### src/rtl/media_packet_deframer_segmenter_macros.svh
// Assertion macros for the deframer/segmenter.
// Both expect signals named clock and reset in the using scope.
`ifndef MEDIA_PACKET_DEFRAMER_SEGMENTER_MACROS_SVH
`define MEDIA_PACKET_DEFRAMER_SEGMENTER_MACROS_SVH
`ifndef SYNTHESIS
`define MPDS_ASSERT_NOW(lbl, pre, post, msg) \
   lbl: assert property (@(posedge clock) disable iff (reset) (pre) |-> (post)) else $error(msg);
`define MPDS_ASSERT_NEXT(lbl, pre, post, msg) \
   lbl: assert property (@(posedge clock) disable iff (reset) (pre) |=> (post)) else $error(msg);
`else
`define MPDS_ASSERT_NOW(lbl, pre, post, msg)
`define MPDS_ASSERT_NEXT(lbl, pre, post, msg)
`endif
`endif

### src/rtl/mpds_pkg.sv
`timescale 1ns / 1ps
package mpds_pkg;

   // message types and payload marks
   localparam logic [7:0]  KIND_CONTROL = 8'h00;
   localparam logic [7:0]  KIND_AUDIO   = 8'h80;
   localparam logic [7:0]  KIND_VIDEO   = 8'h90;
   localparam logic [7:0]  END_MARK     = 8'hFF;
   localparam logic [7:0]  KEY_MASK     = 8'h01;

   localparam logic [31:0] AUDIO_STEP   = 32'd20;
   localparam logic [31:0] VIDEO_OFFSET = 32'd5;

   // header_count positions
   localparam logic [3:0]  POS_TYPE          = 4'd0;
   localparam logic [3:0]  POS_LEN0          = 4'd5;
   localparam logic [3:0]  POS_LEN1          = 4'd6;
   localparam logic [3:0]  POS_LEN2          = 4'd7;
   localparam logic [3:0]  POS_LEN3          = 4'd8;
   localparam logic [3:0]  POS_FIRST_PAYLOAD = 4'd9;
   localparam logic [3:0]  POS_PAYLOAD       = 4'd10;

   // configuration register indexes
   localparam logic CSR_SEGMENT_LENGTH = 1'b0;
   localparam logic CSR_AUDIO_ONLY     = 1'b1;

   localparam logic [23:0] SEG_LEN_RESET = 24'd120000;

   typedef struct packed {
      logic [3:0]  header_count;
      logic [7:0]  message_kind;
      logic [31:0] bytes_left;
      logic [31:0] now_time;
      logic [31:0] segment_time;
      logic        keyframe_seen;
      logic        passing;
      logic        ended;
   } state_type;

   typedef struct packed {
      logic        valid;
      logic [7:0]  payload_byte;
      logic        byte_valid;
      logic        is_video;
      logic        track_number;
      logic [31:0] packet_time;
      logic        packet_first;
      logic        packet_last;
      logic        segment_cut;
      logic [31:0] segment_start;
      logic        stream_ended;
   } result_type;

endpackage

### src/rtl/mpds_core.sv
`timescale 1ns / 1ps
module mpds_core (
   input  logic                 clock,
   input  logic                 reset,
   input  logic                 fire,
   input  logic [7:0]           data_byte,
   input  logic [23:0]          segment_length_ms,
   input  logic                 audio_only,
   output mpds_pkg::result_type result,
   output logic                 ended
);

   mpds_pkg::state_type state_ff, state_in;

   always_comb begin
      logic [3:0]  hc;
      logic [31:0] diff;
      logic        elapsed;
      logic        begin_a, begin_v, finish_a, cand_data, cand_empty, cand_end;
      logic        first, last, cut;

      state_in   = state_ff;
      result     = '0;
      begin_a    = 1'b0;
      begin_v    = 1'b0;
      finish_a   = 1'b0;
      cand_data  = 1'b0;
      cand_empty = 1'b0;
      cand_end   = 1'b0;
      first      = 1'b0;
      last       = 1'b0;
      cut        = 1'b0;

      hc = (state_ff.header_count > mpds_pkg::POS_PAYLOAD) ? mpds_pkg::POS_TYPE
                                                          : state_ff.header_count;
      diff    = state_ff.now_time - state_ff.segment_time;
      elapsed = !diff[31] && (diff > {8'd0, segment_length_ms});

      if (fire && !state_ff.ended) begin
         if (hc < mpds_pkg::POS_FIRST_PAYLOAD) begin
            // header bytes; length is little endian
            case (hc)
               mpds_pkg::POS_TYPE: begin
                  state_in.message_kind = data_byte;
                  state_in.bytes_left   = '0;
               end
               mpds_pkg::POS_LEN0: state_in.bytes_left[7:0]   = state_ff.bytes_left[7:0]   | data_byte;
               mpds_pkg::POS_LEN1: state_in.bytes_left[15:8]  = state_ff.bytes_left[15:8]  | data_byte;
               mpds_pkg::POS_LEN2: state_in.bytes_left[23:16] = state_ff.bytes_left[23:16] | data_byte;
               mpds_pkg::POS_LEN3: state_in.bytes_left[31:24] = state_ff.bytes_left[31:24] | data_byte;
               default: ;
            endcase
            state_in.header_count = hc + 4'd1;
            if (state_in.header_count == mpds_pkg::POS_FIRST_PAYLOAD &&
                state_in.bytes_left == '0) begin
               // empty message
               if (state_in.message_kind == mpds_pkg::KIND_AUDIO) begin
                  begin_a    = 1'b1;
                  cand_empty = 1'b1;
                  finish_a   = 1'b1;
               end
               last = 1'b1;
            end
         end else begin
            first = (hc == mpds_pkg::POS_FIRST_PAYLOAD);
            if (first) begin
               state_in.header_count = mpds_pkg::POS_PAYLOAD;
               case (state_ff.message_kind)
                  mpds_pkg::KIND_AUDIO:   begin_a = 1'b1;
                  mpds_pkg::KIND_VIDEO:   begin_v = 1'b1;
                  mpds_pkg::KIND_CONTROL: state_in.passing = (data_byte == mpds_pkg::END_MARK);
                  default:                state_in.passing = 1'b0;
               endcase
            end
            state_in.bytes_left = state_ff.bytes_left - 32'd1;
            last = (state_in.bytes_left == '0);
            case (state_ff.message_kind)
               mpds_pkg::KIND_AUDIO:   cand_data = 1'b1;
               mpds_pkg::KIND_VIDEO:   cand_data = 1'b1;
               mpds_pkg::KIND_CONTROL: cand_end  = last;
               default: ;
            endcase
            finish_a = last && (state_ff.message_kind == mpds_pkg::KIND_AUDIO);
         end

         // packet start: cut decision
         if (begin_a) begin
            if (audio_only && elapsed) begin
               cut                    = 1'b1;
               state_in.keyframe_seen = 1'b0;
               state_in.segment_time  = state_ff.now_time;
            end
            state_in.passing = state_in.keyframe_seen || audio_only;
         end
         if (begin_v) begin
            if ((data_byte & mpds_pkg::KEY_MASK) == 8'd0) begin
               if (!audio_only && elapsed) begin
                  cut                   = 1'b1;
                  state_in.segment_time = state_ff.now_time;
               end
               state_in.keyframe_seen = 1'b1;
            end
            state_in.passing = state_in.keyframe_seen && !audio_only;
         end

         // result uses the opened segment and the pre-advance time
         if ((cand_data || cand_empty || cand_end) && state_in.passing) begin
            result.valid         = 1'b1;
            result.stream_ended  = cand_end;
            result.is_video      = cand_data && (state_ff.message_kind == mpds_pkg::KIND_VIDEO);
            result.byte_valid    = cand_data;
            result.payload_byte  = cand_data ? data_byte : 8'd0;
            result.track_number  = !cand_end && !result.is_video && !audio_only;
            result.packet_time   = result.is_video ? state_ff.now_time + mpds_pkg::VIDEO_OFFSET
                                                   : state_ff.now_time;
            result.packet_first  = !cand_end && (first || cand_empty);
            result.packet_last   = !cand_end && last;
            result.segment_cut   = !cand_end && cut;
            result.segment_start = state_in.segment_time;
            if (cand_end) state_in.ended = 1'b1;
         end

         if (finish_a) begin
            state_in.now_time = state_ff.now_time + mpds_pkg::AUDIO_STEP;
            if (!state_in.keyframe_seen && !audio_only)
               state_in.segment_time = state_in.now_time;
         end

         if (last) begin
            state_in.header_count = mpds_pkg::POS_TYPE;
            state_in.passing      = 1'b0;
         end
      end
   end

   always_ff @(posedge clock) begin
      if (reset) begin
         state_ff <= '0;
      end else begin
         state_ff <= state_in;
      end
   end

   assign ended = state_ff.ended;

endmodule

### src/rtl/mpds_outreg.sv
`timescale 1ns / 1ps
module mpds_outreg (
   input  logic                 clock,
   input  logic                 reset,
   input  logic                 take,
   input  mpds_pkg::result_type res,
   input  logic                 rsp_stall,
   output logic                 free,
   output logic                 rsp_valid,
   output mpds_pkg::result_type rsp
);

   logic                 valid_ff, valid_in;
   mpds_pkg::result_type data_ff;

   // register can load when empty or being drained this cycle
   assign free = !valid_ff || !rsp_stall;

   always_comb begin
      valid_in = valid_ff;
      if (free) valid_in = take && res.valid;
   end

   always_ff @(posedge clock) begin
      if (reset) begin
         valid_ff <= 1'b0;
      end else begin
         valid_ff <= valid_in;
      end
   end

   always_ff @(posedge clock) begin
      if (free && take && res.valid) data_ff <= res;
   end

   assign rsp_valid = valid_ff;
   assign rsp       = data_ff;

endmodule

### src/rtl/media_packet_deframer_segmenter.sv
// A transferred byte is held in the input register, and its result (if any) in the result register.
// Throughput: one byte per cycle unless the result register stalls; per-byte state update is one registered pass.
// Back-pressure: an input register holds one byte while the result register stalls.
// Reset (synchronous, active high): empty pipeline, parser state zero,
// segment_length_ms = 120000, audio_only = 0.
`timescale 1ns / 1ps
`include "media_packet_deframer_segmenter_macros.svh"
module media_packet_deframer_segmenter (
   input  logic        clock,
   input  logic        reset,
   // byte input
   input  logic        req_valid,
   output logic        req_stall,
   input  logic [7:0]  req_data_byte,
   // results
   output logic        rsp_valid,
   input  logic        rsp_stall,
   output logic [7:0]  rsp_payload_byte,
   output logic        rsp_byte_valid,
   output logic        rsp_is_video,
   output logic        rsp_track_number,
   output logic [31:0] rsp_packet_time,
   output logic        rsp_packet_first,
   output logic        rsp_packet_last,
   output logic        rsp_segment_cut,
   output logic [31:0] rsp_segment_start,
   output logic        rsp_stream_ended,
   // configuration writes
   input  logic        csr_write_enable,
   input  logic        csr_index,
   input  logic [23:0] csr_write_data
);

   // configuration registers
   logic [23:0] seg_len_ff;
   logic        audio_only_ff;

   always_ff @(posedge clock) begin
      if (reset) begin
         seg_len_ff    <= mpds_pkg::SEG_LEN_RESET;
         audio_only_ff <= 1'b0;
      end else if (csr_write_enable) begin
         case (csr_index)
            mpds_pkg::CSR_SEGMENT_LENGTH: seg_len_ff    <= csr_write_data;
            mpds_pkg::CSR_AUDIO_ONLY:     audio_only_ff <= csr_write_data[0];
            default: ;
         endcase
      end
   end

   // input register: one byte waiting for the state update
   logic       in_valid_ff, in_valid_in;
   logic [7:0] in_byte_ff;
   logic       out_free;
   logic       advance;
   logic       accept;

   // a byte moves on whenever the result register can take its outcome,
   // even if that byte yields no result
   assign advance   = in_valid_ff && out_free;
   assign req_stall = in_valid_ff && !out_free;
   assign accept    = req_valid && !req_stall;

   always_comb begin
      in_valid_in = in_valid_ff;
      if (accept)       in_valid_in = 1'b1;
      else if (advance) in_valid_in = 1'b0;
   end

   always_ff @(posedge clock) begin
      if (reset) begin
         in_valid_ff <= 1'b0;
      end else begin
         in_valid_ff <= in_valid_in;
      end
   end

   always_ff @(posedge clock) begin
      if (accept) in_byte_ff <= req_data_byte;
   end

   // parser / segmenter state update
   mpds_pkg::result_type res;
   mpds_pkg::result_type rsp;
   logic                 core_ended;

   mpds_core u_core (
      .clock             (clock),
      .reset             (reset),
      .fire              (advance),
      .data_byte         (in_byte_ff),
      .segment_length_ms (seg_len_ff),
      .audio_only        (audio_only_ff),
      .result            (res),
      .ended             (core_ended)
   );

   // result register
   mpds_outreg u_outreg (
      .clock     (clock),
      .reset     (reset),
      .take      (advance),
      .res       (res),
      .rsp_stall (rsp_stall),
      .free      (out_free),
      .rsp_valid (rsp_valid),
      .rsp       (rsp)
   );

   assign rsp_payload_byte  = rsp.payload_byte;
   assign rsp_byte_valid    = rsp.byte_valid;
   assign rsp_is_video      = rsp.is_video;
   assign rsp_track_number  = rsp.track_number;
   assign rsp_packet_time   = rsp.packet_time;
   assign rsp_packet_first  = rsp.packet_first;
   assign rsp_packet_last   = rsp.packet_last;
   assign rsp_segment_cut   = rsp.segment_cut;
   assign rsp_segment_start = rsp.segment_start;
   assign rsp_stream_ended  = rsp.stream_ended;

   // end result only after the parser has latched the end of stream
   `MPDS_ASSERT_NOW(a_end_latched, rsp_valid && rsp_stream_ended, core_ended, "end result without ended state")
   // an empty result that is not the end is a whole empty audio packet
   `MPDS_ASSERT_NOW(a_empty_packet, rsp_valid && !rsp_byte_valid && !rsp_stream_ended, rsp_packet_first && rsp_packet_last && !rsp_is_video, "malformed empty packet result")
   // a cut opens the segment at the packet's own base time
   `MPDS_ASSERT_NOW(a_cut_start, rsp_valid && rsp_segment_cut, rsp_packet_first && (rsp_segment_start == (rsp_is_video ? rsp_packet_time - mpds_pkg::VIDEO_OFFSET : rsp_packet_time)), "segment start does not match cut packet")
   // a stalled input means a byte is held and the result side is blocked
   `MPDS_ASSERT_NEXT(a_stall_hold, req_stall, in_valid_ff, "held byte lost under stall")

endmodule
### config.mk
export PLATFORM = sky130hd
export DESIGN_NAME = media_packet_deframer_segmenter
export DESIGN_NICKNAME = d
export VERILOG_FILES = /design/src/rtl/mpds_pkg.sv /design/src/rtl/mpds_core.sv /design/src/rtl/mpds_outreg.sv /design/src/rtl/media_packet_deframer_segmenter.sv
export VERILOG_INCLUDE_DIRS = /design/src /design/src/rtl
export SDC_FILE = /design/constraint.sdc
export NUM_CORES = 1
export LEC_CHECK = 0
export BUFFER_PORTS_ARGS = -buffer_cell sky130_fd_sc_hd__buf_4
export CAP_MARGIN = 20
export CELL_PAD_IN_SITES_DETAIL_PLACEMENT = 0
export CELL_PAD_IN_SITES_GLOBAL_PLACEMENT = 1
export CORE_UTILIZATION = 35
export DETAILED_ROUTE_END_ITERATION = 8
export MAX_ROUTING_LAYER = met4
export PLACE_DENSITY_LB_ADDON = 0.1
export SLEW_MARGIN = 20
export SYNTH_ARGS = -nofsm -noshare
export SYNTH_HDL_FRONTEND = slang
export SYNTH_SLANG_ARGS = --single-unit
export TNS_END_PERCENT = 1
### constraint.sdc
create_clock -name clock -period 6.4 [get_ports clock]
set_clock_uncertainty 0.05 [all_clocks]
set_input_delay 1.92 -clock clock [delete_from_list [all_inputs] [get_ports clock]]
set_output_delay 1.92 -clock clock [all_outputs]
set_load 0.02 [all_outputs]
Word-level counts from Yosys, hierarchy flattened
Cells that the tools add are included.
{"block": "word_totals", "register_bits": 225, "in_bits": 38}
{"block": "classes", "add_sub_neg": 5, "order_cmp": 3, "n_eq_ne": 10, "mux": 73, "n_bitwise": 5, "reduce_logical": 52}
{"op": "2-to-1 mux 33 bit", "count": 6}
{"op": "2-to-1 mux 32 bit", "count": 5}
{"op": "2-to-1 mux 80 bit", "count": 2}
{"op": "2-to-1 mux 34 bit", "count": 3}
{"op": "2-to-1 mux 8 bit", "count": 12}
{"op": "logical NOT 32 bit", "count": 2}
{"op": "case mux 8 bit (2 select lines)", "count": 4}
{"op": "2-to-1 mux 1 bit", "count": 36}
{"op": "adder 32 x 3 -> 32 bit, second input constant", "count": 1}
{"op": "adder 32 x 5 -> 32 bit, second input constant", "count": 1}
{"op": "== test 8 bit, second input constant", "count": 4}
{"op": "greater-than comparator 32 x 24 -> 1 bit", "count": 1}
{"op": "bitwise OR 8 bit", "count": 4}
{"op": "subtractor 32 x 1 -> 32 bit, second input constant", "count": 1}
{"op": "subtractor 32 bit", "count": 1}
{"op": "logical AND 1 bit", "count": 21}
{"op": "logical NOT 8 bit", "count": 2}
{"op": "2-to-1 mux 4 bit", "count": 4}
{"op": "== test 4 x 3 -> 1 bit, second input constant", "count": 3}
{"op": "== test 4 bit, second input constant", "count": 3}
{"op": "AND reduction 2 bit", "count": 6}
{"op": "logical NOT 1 bit", "count": 10}
{"op": "AND reduction 3 bit", "count": 2}
{"op": "logical OR 1 bit", "count": 5}
{"op": "other kinds (9)", "count": 9}

Longest topological paths before layout
{"block": "depth", "depth_word": 26, "mapped_depth": 26, "ltp_nobuf": 23}

Hierarchy
From an unflattened synthesis, not the netlist that was laid out.
{"block": "unflattened", "cells_unflattened": 1766, "area_unflattened_um2": 14824.2}
{"module": "mpds_core", "n_inst": 1, "cells_per_inst": 1555, "area_each_um2": 10959.3, "seq_area_each_um2": 2182.1}
{"module": "mpds_outreg", "n_inst": 1, "cells_per_inst": 85, "area_each_um2": 2446.1, "seq_area_each_um2": 2422.3}
{"module": "media_packet_deframer_segmenter", "n_inst": 1, "cells_per_inst": 126, "area_each_um2": 1418.9, "seq_area_each_um2": 760.7}

Worst setup path after synthesis
No wires, ideal clock.
{"block": "synth_path", "path_kind": "register to register", "startpoint": "reg u_core.state_ff[110] in the netlist's numbering", "endpoint": "reg u_outreg.data_ff, in the netlist u_outreg.rsp[1] (data pin)", "setup_time_ps": 144, "arrival_ps": 5037, "t_required_ps": 6206, "setup_slack_ps": 1169, "path_stages_with_launch": 17, "path_cell_list": "dfxtp_1 > clkbuf_1 > o21ai_0 > nand2_1 > inv_1 > ha_1 > clkbuf_1 > or3_1 > a32o_1 > nor4_1 > a41oi_1 > nor4_2 > mux2i_1 > a21o_1 > o31ai_2 > inv_1 > and3_1"}
{"block": "synth_between", "elab_chain_cells": 20}
{"item": "start, declared", "line_no": "mpds_core.sv:13", "source": "mpds_pkg::state_type state_ff, state_in;"}
{"item": "start signal, assigned", "line_no": "mpds_core.sv:140", "source": "state_ff <= state_in;"}
{"item": "greater-than comparator 4 bit", "line_no": "mpds_core.sv:34", "source": "hc = (state_ff.header_count > mpds_pkg::POS_PAYLOAD) ? mpds_pkg::POS_TYPE"}
{"item": "2-to-1 mux 4 bit (*)", "line_no": "mpds_core.sv:34"}
{"item": "== test 4 x 3 -> 1 bit, or another cell as far along", "line_no": "mpds_core.sv:42", "source": "case (hc)"}
{"item": "case mux 8 bit (2 select lines) or 2-to-1 mux 8 bit (tied branches)", "line_no": "mpds_core.sv:42"}
{"item": "2-to-1 mux 8 bit", "line_no": "mpds_core.sv:40", "source": "if (hc < mpds_pkg::POS_FIRST_PAYLOAD) begin"}
{"item": "2-to-1 mux 8 bit", "line_no": "mpds_core.sv:39", "source": "if (fire && !state_ff.ended) begin"}
{"item": "logical NOT 32 bit or == test 8 bit (tied branches)", "line_no": "mpds_core.sv:55, mpds_core.sv:57"}
{"item": "logical AND 1 bit or 2-to-1 mux 1 bit (tied branches)", "line_no": "mpds_core.sv:54, mpds_core.sv:57"}
{"item": "(+4 left out)"}
{"item": "2-to-1 mux 33 bit", "line_no": "mpds_core.sv:96", "source": "if ((data_byte & mpds_pkg::KEY_MASK) == 8'd0) begin"}
{"item": "2-to-1 mux 33 bit", "line_no": "mpds_core.sv:95", "source": "if (begin_v) begin"}
{"item": "2-to-1 mux 33 bit", "line_no": "mpds_core.sv:39"}
{"item": "logical AND 1 bit", "line_no": "mpds_core.sv:103", "source": "state_in.passing = state_in.keyframe_seen && !audio_only;"}
{"item": "2-to-1 mux 34 bit", "line_no": "mpds_core.sv:95"}
{"item": "2-to-1 mux 34 bit", "line_no": "mpds_core.sv:39"}
{"item": "logical AND 1 bit", "line_no": "mpds_core.sv:107", "source": "if ((cand_data || cand_empty || cand_end) && state_in.passing) begin"}
{"item": "AND reduction 2 bit (no line)"}
{"item": "end signal, assigned", "line_no": "mpds_outreg.sv:33", "source": "if (free && take && res.valid) data_ff <= res;"}
{"item": "end, declared", "line_no": "mpds_outreg.sv:14", "source": "mpds_pkg::result_type data_ff;"}
Every way passes the cells marked *; elsewhere a longest branch is shown, timed or not. The select of a mux whose other input is x is not followed.
A chain may end at the register's enable or synchronous reset.

Worst setup path after layout
{"block": "layout_path", "startpoint": "reg u_core.state_ff[39] in the netlist's numbering", "endpoint": "reg u_core.state_ff[24] in the netlist's numbering"}
{"block": "layout_between", "elab_chain_cells": 17}
{"item": "subtractor 32 bit", "line_no": "mpds_core.sv:36", "source": "diff = state_ff.now_time - state_ff.segment_time;"}
{"item": "greater-than comparator 32 x 24 -> 1 bit or logical NOT 1 bit (tied branches)", "line_no": "mpds_core.sv:37", "source": "elapsed = !diff[31] && (diff > {8'd0, segment_length_ms});"}
{"item": "logical AND 1 bit", "line_no": "mpds_core.sv:37"}
{"item": "logical AND 1 bit", "line_no": "mpds_core.sv:88", "source": "if (audio_only && elapsed) begin"}
{"item": "2-to-1 mux 33 bit", "line_no": "mpds_core.sv:88"}
{"item": "2-to-1 mux 33 bit", "line_no": "mpds_core.sv:87", "source": "if (begin_a) begin"}
{"item": "2-to-1 mux 33 bit", "line_no": "mpds_core.sv:39"}
{"item": "2-to-1 mux 34 bit", "line_no": "mpds_core.sv:87"}
{"item": "2-to-1 mux 33 bit", "line_no": "mpds_core.sv:96"}
{"item": "2-to-1 mux 33 bit", "line_no": "mpds_core.sv:95"}
{"item": "2-to-1 mux 33 bit", "line_no": "mpds_core.sv:39"}
{"item": "2-to-1 mux 34 bit", "line_no": "mpds_core.sv:95"}
{"item": "2-to-1 mux 34 bit", "line_no": "mpds_core.sv:39"}
{"item": "logical NOT 1 bit", "line_no": "mpds_core.sv:125", "source": "if (!state_in.keyframe_seen && !audio_only)"}
{"item": "logical AND 1 bit", "line_no": "mpds_core.sv:125"}
{"item": "2-to-1 mux 32 bit", "line_no": "mpds_core.sv:125"}
{"item": "2-to-1 mux 32 bit (*)", "line_no": "mpds_core.sv:123", "source": "if (finish_a) begin"}
Marked as above.

==> impl_metrics.tcl <==
set metrics [dict create \
    cts_tree "built" \
    place_area_um2 15600 \
    p_int_uw 2630 \
    finalNetCount 1967 \
    cts_max_level 1 \
    portBuffers 117 \
    power_frac_comb_pct 4.7 \
    slew_viol_final 0 \
    setup_ws_ps 651 \
    status "finished clean" \
    via_count 13400 \
    detailedPlacementHpwl_um 35000 \
    drtAntennaViolNets 0 \
    grt_max_degree 64 \
    routabilityCongestion 0.895 \
    dieArea_um2 41600 \
    cp_cell_sequence "ha_1, or3_1, o22ai_1, nor3_1, or2_2, a21oi_1, o31ai_1, xor2_1, ha_1, a21oi_1, o21ai_0, a221oi_1, nand4_1, nand2_1, nand4_1, a2111oi_1, buf_4, a211oi_4, buf_12, nand3_1, a21oi_1, a2111oi_0" \
    core_um2 40000 \
    leakagePower_uw 0.00641 \
    critPathMaxStageDelay_ps 460 \
    wl_per_cell_um 20.0 \
    start_kind "flip-flop" \
    max_freq_ghz 0.174 \
    synth_seq_area_share_pct 36.9 \
    io_pins 119 \
    ir_drop_mv 0.202 \
    drt-pass1-iter-count 6 \
    rows 73 \
    period_share_pct 89.8 \
    antenna_found_initial 0 \
    post_cts_buffers 0 \
    avgSynthCellArea_um2 7.85 \
    dp.cells 2362 \
    yosysUniqueCellTypes 81 \
    worstPathMaxFanout 63 \
    syn-num-nets 1920 \
    grt_pass1_wl_um 74900 \
    worst_hold_path_type "reg2reg" \
    synth_warnings 0 \
    synth_cells 1821 \
    worstSetupEndpointType "flip-flop" \
    cap_viol_max_count 0 \
    cp-startpoint "u_core.state_ff[39]$_SDFFE_PP0P_" \
    synthArstFlopShare_pct 0 \
    ctsResizeCount 0 \
    routed_wl_um 48200 \
    path_depth 22 \
    slew_headroom_pct 33.9 \
    r2r-end "u_core.state_ff[24]$_SDFFE_PP0P_" \
    cp_slowest_cell "a2111oi_1" \
    setup_tns_ps 0 \
    crit_type "reg2reg" \
    clock_latency_ps 570 \
    final_area_um2 16600 \
    netlist_area_um2 14300 \
    clk_pin_slew_worst_paths_ps 60 \
    post-place-ws_ps 688 \
    p_switching_uw 787 \
    switching_share_pct 23.1 \
    tightest_slew_ps 989 \
    finalHoldViolations 0 \
    r2r-start "u_core.state_ff[39]$_SDFFE_PP0P_" \
    synth_flop_cell "dfxtp_1" \
    grt_pass1_vias 13000 \
    share_seq_of_total_power_pct 44.0 \
    grt_usage_pct 23.7 \
    cts_buffer_depth 3 \
    worst-path-buf-inv 2 \
    die_h_um 204 \
    ctsHoldBuffers 0 \
    ys_ff_latch 221 \
    numCtsBuffers 28 \
    synth-edff-count 85 \
    fin_crit_ps 5750 \
    die_w_um 204 \
    cts_root_buffer "clkbuf_16" \
    drive_gt1_share_pct 11.9 \
    num-fill-cells 4129 \
    n_antenna_cell 0 \
    worstPathRequired_ps 6800 \
    drc_errors 0 \
    crit_family "compound AO/OA/AOI/OAI gates" \
    grt_setup_unrepaired "no" \
    setup_viol 0 \
    via_per_inst 5.54 \
    worstPathArrival_ps 6150 \
    final_cells 2415 \
    critPathCapture "u_core.state_ff[24]$_SDFFE_PP0P_" \
    r2r_cells 22 \
    path_common_cell "a21oi_1" \
    area_growth_pct 16.3 \
    initial_core_util_pct 35.7 \
    overflow 0 \
    reg2reg_slack_ps 650 \
    clock_sinks 221 \
    power_per_cell_area_nw_per_um2 205 \
    drtIter0Drc 883 \
    power_frac_clock_pct 51.4 \
]
## cells in the final DEF (no fill, tap or decap), types with 6 or more instances in the layout
cell         n
nor3_1      63
and2_1       6
a221oi_1    10
clkbuf_16   29
xor2_1      48
xnor2_1     65
mux2i_1     12
inv_1       77
edfxtp_1    85
nor2_1     292
nor4_1      25
a2111oi_0   12
nand2_1    176
nand4_1     39
a22oi_1      7
o211ai_1    11
o21ai_0     80
a31oi_1     18
bufinv_16    6
dfxtp_1    136
nand2b_1    11
o21bai_1     7
ha_1        61
a211o_1     10
or4_1       11
o21a_1      15
a21o_1       7
a21oi_1    187
a211oi_1    16
and3_1      23
nand3_1     39
nor3b_1     12
buf_4      152
or3_1       23
## routing by layer
metal | share of wire (%) | global-route usage, %
met1 | 42 | 27.4
met2 | 50 | 41.0
met3 | 3.5 | 2.54
met4 | 4.6 | 11.0
met5 | 0 | -
## metrics by stage
step	power (uW)	utilization, %	hold WS [ps]
final	3410	41.5	404
after global routing	3520	41.5	415
after CTS	3450	41.5	406
after detailed placement	1690	39.0	398
after global placement	1690	39.0	397
after floorplan	1620	-	386
## worst register-to-register path, cell delays in order (launching register included)
cell	delay (ps)
dfxtp_1	440
ha_1	280
or3_1	370
o22ai_1	430
nor3_1	180
or2_2	350
a21oi_1	240
o31ai_1	140
xor2_1	160
ha_1	320
a21oi_1	150
o21ai_0	100
a221oi_1	390
nand4_1	140
nand2_1	110
nand4_1	100
a2111oi_1	460
buf_4	220
a211oi_4	150
buf_12	270
nand3_1	140
a21oi_1	80
a2111oi_0	370
## how the worst min path moves through the flow
| stage | start | end | slack [ps] | cells past startpoint |
|---|---|---|---|---|
| CTS | seg_len_ff[3]$_SDFFE_PP0P_ | seg_len_ff[3]$_SDFFE_PP0P_ | 410 | 2 |
| floorplan | seg_len_ff[11]$_SDFFE_PP0P_ | seg_len_ff[11]$_SDFFE_PP0P_ | 390 | 2 |
| global route | seg_len_ff[3]$_SDFFE_PP0P_ | seg_len_ff[3]$_SDFFE_PP0P_ | 420 | 2 |
| global placement | seg_len_ff[11]$_SDFFE_PP0P_ | seg_len_ff[11]$_SDFFE_PP0P_ | 400 | 2 |
| detailed placement | seg_len_ff[3]$_SDFFE_PP0P_ | seg_len_ff[3]$_SDFFE_PP0P_ | 400 | 2 |
| finish | seg_len_ff[3]$_SDFFE_PP0P_ | seg_len_ff[3]$_SDFFE_PP0P_ | 400 | 2 |
## cells by family (layout without fill, tap and decap cells)
group | count (synthesis) | after routing | synth area share [%]
buffers and inverters | 217 | 286 | 6.03
adder cells (fa/ha/maj) | 61 | 61 | 5.34
XOR/XNOR | 113 | 113 | 6.93
AO/OA/AOI/OAI | 429 | 429 | 18.5
AND/OR/NAND/NOR | 765 | 765 | 25.3
flip-flops | 221 | 221 | 36.9
other | 1 | 1 | 0.0262
multiplexers | 14 | 14 | 0.998
## layout make-up
type / instances / area (um2) / share of cell area, %
flip-flops and latches: 221 / 5280 / 31.7
clock buffers: 36 / 782 / 4.71
clock inverters: 16 / 234 / 1.41
multi-input cells: 1383 / 8180 / 49.3
well taps: 525 / 657 / 3.95
inverters: 79 / 298 / 1.79
repair buffers: 155 / 1190 / 7.14
## Yosys cell counts (all sizes together) (4+ instances only)
cell,count,area (um2)
dfxtp,136,2720
a211o,10,87.6
xor2,48,420
nor4b,5,50.0
a221oi,10,87.6
o211a,5,50.1
nor3b,12,90.1
a31oi,18,113
nor2,293,1100
o22ai,4,25.0
a2111oi,13,115
o21bai,7,52.6
nand2,176,661
o211ai,11,82.6
and3,23,144
o21a,15,113
nand3,40,213
inv,79,297
a21oi,187,936
or3,23,144
or4,12,93.8
or2,11,68.8
nand3b,4,30.0
edfxtp,85,2550
xnor2,65,569
a22oi,7,52.6
o31ai,6,55.1
clkbuf,109,410
buf,29,155
nand4,39,244
ha,61,763
and2,6,37.5
o21ai,83,415
a211oi,18,145
nor3,65,335
nor4,27,181
nand2b,11,68.8
a21o,7,52.6
nor2b,6,37.5
mux2i,12,120
## power by group through the flow
stage / registers, uW / clock network (uW) / logic, uW
after floorplan: 1500 / 0 / 115
after global placement: 1530 / 0 / 157
after detailed placement: 1530 / 0 / 159
after CTS: 1500 / 1790 / 159
after global routing: 1500 / 1840 / 178
final: 1500 / 1750 / 159
## registers in the layout, summed over array words and instances (netlist names)
name and count:
u_core.state_ff 108, u_outreg.rsp 77, seg_len_ff 24, in_byte_ff 8, audio_only_ff 1, in_valid_ff 1
u_core.ended 1, u_outreg.rsp_valid 1
Note: power is estimated with default switching activity, not from simulation.
